==> src/rtl/ksbc_pkg.sv <==
// ----------------------------------------------------------------------------
// ksbc_pkg: shared types and codes of the keyed s-box byte cipher
// Mode codes, datapath operation codes and the command and status structs
// that join the controller and the datapath.
// ----------------------------------------------------------------------------
package ksbc_pkg;

	localparam int BYTE_W      = 8;
	localparam int KEY_W       = 64;
	localparam int TABLE_DEPTH = 256;
	localparam int OP_W        = 4;

	// item modes carried on s_tuser
	localparam logic [1:0] MODE_SCHED = 2'd0;
	localparam logic [1:0] MODE_ENC   = 2'd1;
	localparam logic [1:0] MODE_DEC   = 2'd2;

	// datapath operations
	localparam logic [OP_W-1:0] OP_NONE    = 4'd0;
	localparam logic [OP_W-1:0] OP_FILL    = 4'd1;
	localparam logic [OP_W-1:0] OP_RD_I    = 4'd2;
	localparam logic [OP_W-1:0] OP_RD_J    = 4'd3;
	localparam logic [OP_W-1:0] OP_WR_I    = 4'd4;
	localparam logic [OP_W-1:0] OP_WR_J    = 4'd5;
	localparam logic [OP_W-1:0] OP_INV_RD  = 4'd6;
	localparam logic [OP_W-1:0] OP_INV_WR  = 4'd7;
	localparam logic [OP_W-1:0] OP_CIPH_RD = 4'd8;

	typedef logic [BYTE_W-1:0] byte_t;

	typedef struct packed {
		logic [OP_W-1:0] op;
		byte_t           idx;
		logic            take;
		logic            load;
		logic            finish;
	} ksbc_cmd_t;

	typedef struct packed {
		logic [1:0] mode;
		logic       ready;
	} ksbc_stat_t;

endpackage

==> src/rtl/ksbc_ctrl.sv <==
// ----------------------------------------------------------------------------
// ksbc_ctrl: sequencer of the keyed s-box byte cipher
// Accepts one word at a time, steps the key schedule over the tables and
// hands finished results to the output register.
// ----------------------------------------------------------------------------
module ksbc_ctrl import ksbc_pkg::*; (
	input  logic       clk,
	input  logic       arst_n,
	input  logic       s_tvalid,
	output logic       s_tready,
	input  logic       m_tready,
	output logic       m_tvalid,
	input  ksbc_stat_t stat,
	output ksbc_cmd_t  cmd
);

	localparam logic [3:0] ST_IDLE   = 4'd0;
	localparam logic [3:0] ST_DEC    = 4'd1;
	localparam logic [3:0] ST_FILL   = 4'd2;
	localparam logic [3:0] ST_RD_I   = 4'd3;
	localparam logic [3:0] ST_RD_J   = 4'd4;
	localparam logic [3:0] ST_WR_I   = 4'd5;
	localparam logic [3:0] ST_WR_J   = 4'd6;
	localparam logic [3:0] ST_INV_RD = 4'd7;
	localparam logic [3:0] ST_INV_WR = 4'd8;
	localparam logic [3:0] ST_CIPH   = 4'd9;
	localparam logic [3:0] ST_FIN    = 4'd10;

	localparam byte_t LAST_IDX = byte_t'(TABLE_DEPTH - 1);

	logic [3:0] state_q, state_d;
	byte_t      cnt_q, cnt_d;
	logic       m_tvalid_q, m_tvalid_d;
	logic       last;
	logic       out_free;

	assign last     = (cnt_q == LAST_IDX);
	assign out_free = !m_tvalid_q || m_tready;
	assign s_tready = (state_q == ST_IDLE);
	assign m_tvalid = m_tvalid_q;

	// next state and command
	always_comb begin
		state_d    = state_q;
		cnt_d      = cnt_q;
		cmd.op     = OP_NONE;
		cmd.idx    = cnt_q;
		cmd.take   = 1'b0;
		cmd.load   = 1'b0;
		cmd.finish = 1'b0;
		case (state_q)
			ST_IDLE: begin
				if (s_tvalid) begin
					cmd.take = 1'b1;
					state_d  = ST_DEC;
				end
			end
			ST_DEC: begin
				cnt_d = '0;
				case (stat.mode)
					MODE_SCHED: state_d = ST_FILL;
					MODE_ENC,
					MODE_DEC:   state_d = stat.ready ? ST_CIPH : ST_FIN;
					default:    state_d = ST_FIN;
				endcase
			end
			ST_FILL: begin
				cmd.op = OP_FILL;
				cnt_d  = cnt_q + 1'b1;
				if (last) begin
					state_d = ST_RD_I;
				end
			end
			ST_RD_I: begin
				cmd.op  = OP_RD_I;
				state_d = ST_RD_J;
			end
			ST_RD_J: begin
				cmd.op  = OP_RD_J;
				state_d = ST_WR_I;
			end
			ST_WR_I: begin
				cmd.op  = OP_WR_I;
				state_d = ST_WR_J;
			end
			ST_WR_J: begin
				cmd.op  = OP_WR_J;
				cnt_d   = cnt_q + 1'b1;
				state_d = last ? ST_INV_RD : ST_RD_I;
			end
			ST_INV_RD: begin
				cmd.op  = OP_INV_RD;
				state_d = ST_INV_WR;
			end
			ST_INV_WR: begin
				cmd.op  = OP_INV_WR;
				cnt_d   = cnt_q + 1'b1;
				if (last) begin
					cmd.finish = 1'b1;
					state_d    = ST_FIN;
				end else begin
					state_d = ST_INV_RD;
				end
			end
			ST_CIPH: begin
				cmd.op  = OP_CIPH_RD;
				state_d = ST_FIN;
			end
			ST_FIN: begin
				if (out_free) begin
					cmd.load = 1'b1;
					state_d  = ST_IDLE;
				end
			end
			default: begin
				state_d = ST_IDLE;
			end
		endcase
	end

	// output valid flag
	always_comb begin
		m_tvalid_d = m_tvalid_q;
		if (cmd.load) begin
			m_tvalid_d = 1'b1;
		end else if (m_tready) begin
			m_tvalid_d = 1'b0;
		end
	end

	always_ff @(posedge clk or negedge arst_n) begin
		if (!arst_n) begin
			state_q    <= ST_IDLE;
			cnt_q      <= '0;
			m_tvalid_q <= 1'b0;
		end else begin
			state_q    <= state_d;
			cnt_q      <= cnt_d;
			m_tvalid_q <= m_tvalid_d;
		end
	end

endmodule

==> config.mk <==
export PLATFORM = sky130hd
export DESIGN_NAME = ksbc_ctrl
export DESIGN_NICKNAME = d
export VERILOG_FILES = /design/src/rtl/ksbc_pkg.sv /design/src/rtl/ksbc_ctrl.sv
export SDC_FILE = /design/constraint.sdc
export NUM_CORES = 1
export LEC_CHECK = 0
export BUFFER_PORTS_ARGS = -buffer_cell sky130_fd_sc_hd__clkbuf_2
export CORE_MARGIN = 5
export CORE_UTILIZATION = 54
export CTS_BUF_LIST = sky130_fd_sc_hd__clkbuf_8
export DETAILED_ROUTE_END_ITERATION = 16
export HOLD_SLACK_MARGIN = 0.05
export PLACE_DENSITY = 0.81
export SYNTH_ARGS = -nofsm -noshare
export SYNTH_HDL_FRONTEND = slang
export SYNTH_SLANG_ARGS = --single-unit
==> constraint.sdc <==
create_clock -name clk -period 2 [get_ports clk]
set_input_delay 0.4 -clock clk [delete_from_list [all_inputs] [get_ports clk]]
set_output_delay 0.4 -clock clk [all_outputs]
set_load 0.02 [all_outputs]
==> results_dict.tcl <==
set metrics [dict create \
    synthCells 112 \
    synth_edf_count 0 \
    min_period_over_period 0.964 \
    grt_usage 0.206 \
    cp-startpoint "state_q[2]" \
    dp_hpwl_um 1700 \
    finalSetupTns_ps 0 \
    grt_max_degree 16 \
    cts.clk_slew.worst_paths_ps 60 \
    drive_gt1_frac 0.294 \
    final_cells 153 \
    dieArea_mm2 0.00265 \
    worstMarginPinSlew_ps 390 \
    drt_iter0_drc 29 \
    worstHoldPathType "in -> reg" \
    die_y_um 51.5 \
    ys_ff_latch 13 \
    async_flop_share 1.00 \
    core_area_mm2 0.00169 \
    placed_cells 148 \
    cts_tree "done" \
    r2r-start "state_q[1]" \
    clk-insertion-delay-late_ps 250 \
    synth_top_area_cell "dfrtp_1" \
    clock.fmax_ghz 0.519 \
    cts_htree_levels 1 \
    nets 147 \
    cp-start-kind "register" \
    dieWidth_um 51.5 \
    slew_viol_final 0 \
    place_congestion 0.831 \
    post_drt_wl_per_cell_um 15.1 \
    worst_clock_skew_ps 5.58 \
    dr_total_vias 941 \
    path_max_fanout 6 \
    clock_path_buffers 2 \
    use_met1 0.281 \
    finalCriticalPeriod_ps 1930 \
    yosysUniqueCellTypes 40 \
    min_from "m_tready" \
    synthTopCellsByArea "dfrtp_1, o21ai_1, ha_1" \
    vias_per_cell 6.15 \
    gr-usage-met3 0.0379 \
    dr.pass1.iters 4 \
    p_per_area_mw_per_mm2 1410 \
    synth_area_um2 928 \
    slew_headroom 0.733 \
    cap_violations 0 \
    ys_seq_area_frac 0.350 \
    antenna_found_initial 0 \
    diodes 0 \
    drc_errors 0 \
    port_buffers 23 \
    cp.required_ps 1600 \
    hold_violations 0 \
    arrival_ps 1530 \
    start_util 0.550 \
    p_leak_uw 0.000535 \
    grt.overflow.total 0 \
    io_pins 24 \
    grt_pass1_vias 922 \
    synth_top_area_share 0.350 \
    final_area_mm2 0.00115 \
    num_rows 15 \
    routed_wl_um 2320 \
    path_class "reg -> out" \
    synth_fp_nets 122 \
    setup_viol 0 \
    cts_buffers 3 \
    dpl_cell_area_mm2 0.00107 \
    status "finished clean" \
    grt_setup_unrepaired "no" \
    grt_pass1_wl_um 4110 \
    vdd_drop_max_v 0.000755 \
    top_usage_layer "met2" \
    use_met2 0.318 \
    syn_avg_cell_area_um2 8.29 \
    cp-end-kind "output port" \
    area_growth_syn_to_layout_pct 23.7 \
    cts_sinks 13 \
    synth-main-ff-cell "dfrtp_1" \
    root_buffer "clkbuf_8" \
    antenna_left 0 \
    yosysWarningCount 0 \
]
[worst max-delay path, stage by stage, from the launching register on]
cell      delay [ps]
dfrtp_1          380
or4b_4           590
o21ai_1          120
clkbuf_2         190
[per-layer routing]
layer  part of all wire  wire length, µm
met5                  0                0
met4              0.029               67
met3              0.052              121
met2               0.45             1050
met1               0.46             1080
[area by class of cell]
cell class	count	area, µm²
fillers	132	541
well taps	17	21.3
inverters	5	18.8
flip-flops and latches	13	328
clock buffers	3	41.3
repair buffers	29	163
clock inverters	1	3.75
multi-input cells	85	573
[synthesized netlist by cell type (2+ instances only)]
library cell	number
clkbuf_1	5
nand3_1	5
inv_1	5
mux2i_1	2
nor3_1	5
dfrtp_1	13
a21oi_1	3
nand4_1	3
o22ai_1	2
o21ai_1	11
ha_1	3
nand2_1	9
and3_1	2
o32ai_1	2
buf_2	3
nand2b_1	6
and2_1	3
nor2_1	6
a31oi_1	3
[cell usage in the layout (no fill, tap or decap), types with 2 or more instances in the layout]
cell,Yosys,routed
a21oi_1,3,3
a31oi_1,3,3
and2_1,3,3
and3_1,2,2
buf_4,1,5
clkbuf_2,0,22
clkbuf_8,0,3
dfrtp_1,13,11
dfrtp_2,0,2
ha_1,3,2
inv_1,5,6
mux2i_1,2,2
nand2_1,9,9
nand2b_1,6,5
nand3_1,5,5
nand4_1,3,3
nor2_1,6,6
nor3_1,5,5
o21ai_1,11,12
o22ai_1,2,2
o32ai_1,2,2
[repair_timing]
action | in CTS | in global routing
setup endpoints to repair | 1 | 3
pin swaps | 0 | 0
endpoints found under the hold margin | 2 | 0
hold buffers | 1 | 0
resized for setup | 2 | 6
gates cloned | 0 | 0
setup buffers | 0 | 0
[through the flow]
step	utilization	worst slack [ps]	total power (µW)	hold WS [ps]
after detailed placement	0.632	221	1320	312
after CTS	0.667	12.5	1560	463
final	0.680	72.4	1620	456
after global placement	0.632	257	1290	308
after floorplan	-	127	1060	104
after global routing	0.680	21.8	1740	498
[power breakdown]
part           internal (µW)  total [µW]  switching (µW)
Sequential               333         406            72.8
Clock                    136         231            95.4
Combinational            368         985             617
Total                    836        1620             785
[flip-flops by register name (all words and copies together), names as in the netlist]
signal    flops
state_q       4
m_tvalid      1
cnt_q         8
[cells by family after synthesis]
logic type / share of synthesized area
flops: 0.350
simple gates: 0.286
fa+ha+maj: 0.0404
buf+inv: 0.0647
mux: 0.0216
compound gates: 0.237
[path summary, 6_finish.rpt]
kind                            depth (start not counted)         end  slack, ps
max in group asynchronous                               2    cnt_q[1]       1160
min in group asynchronous                               2  state_q[0]        580
worst max-delay path                                    3     cmd[13]         70
worst max register to register                          5    cnt_q[5]        360
worst min-delay path                                    3    m_tvalid        460
worst min register to register                          1    cnt_q[7]        510
Power figures use the tool's default switching activity.
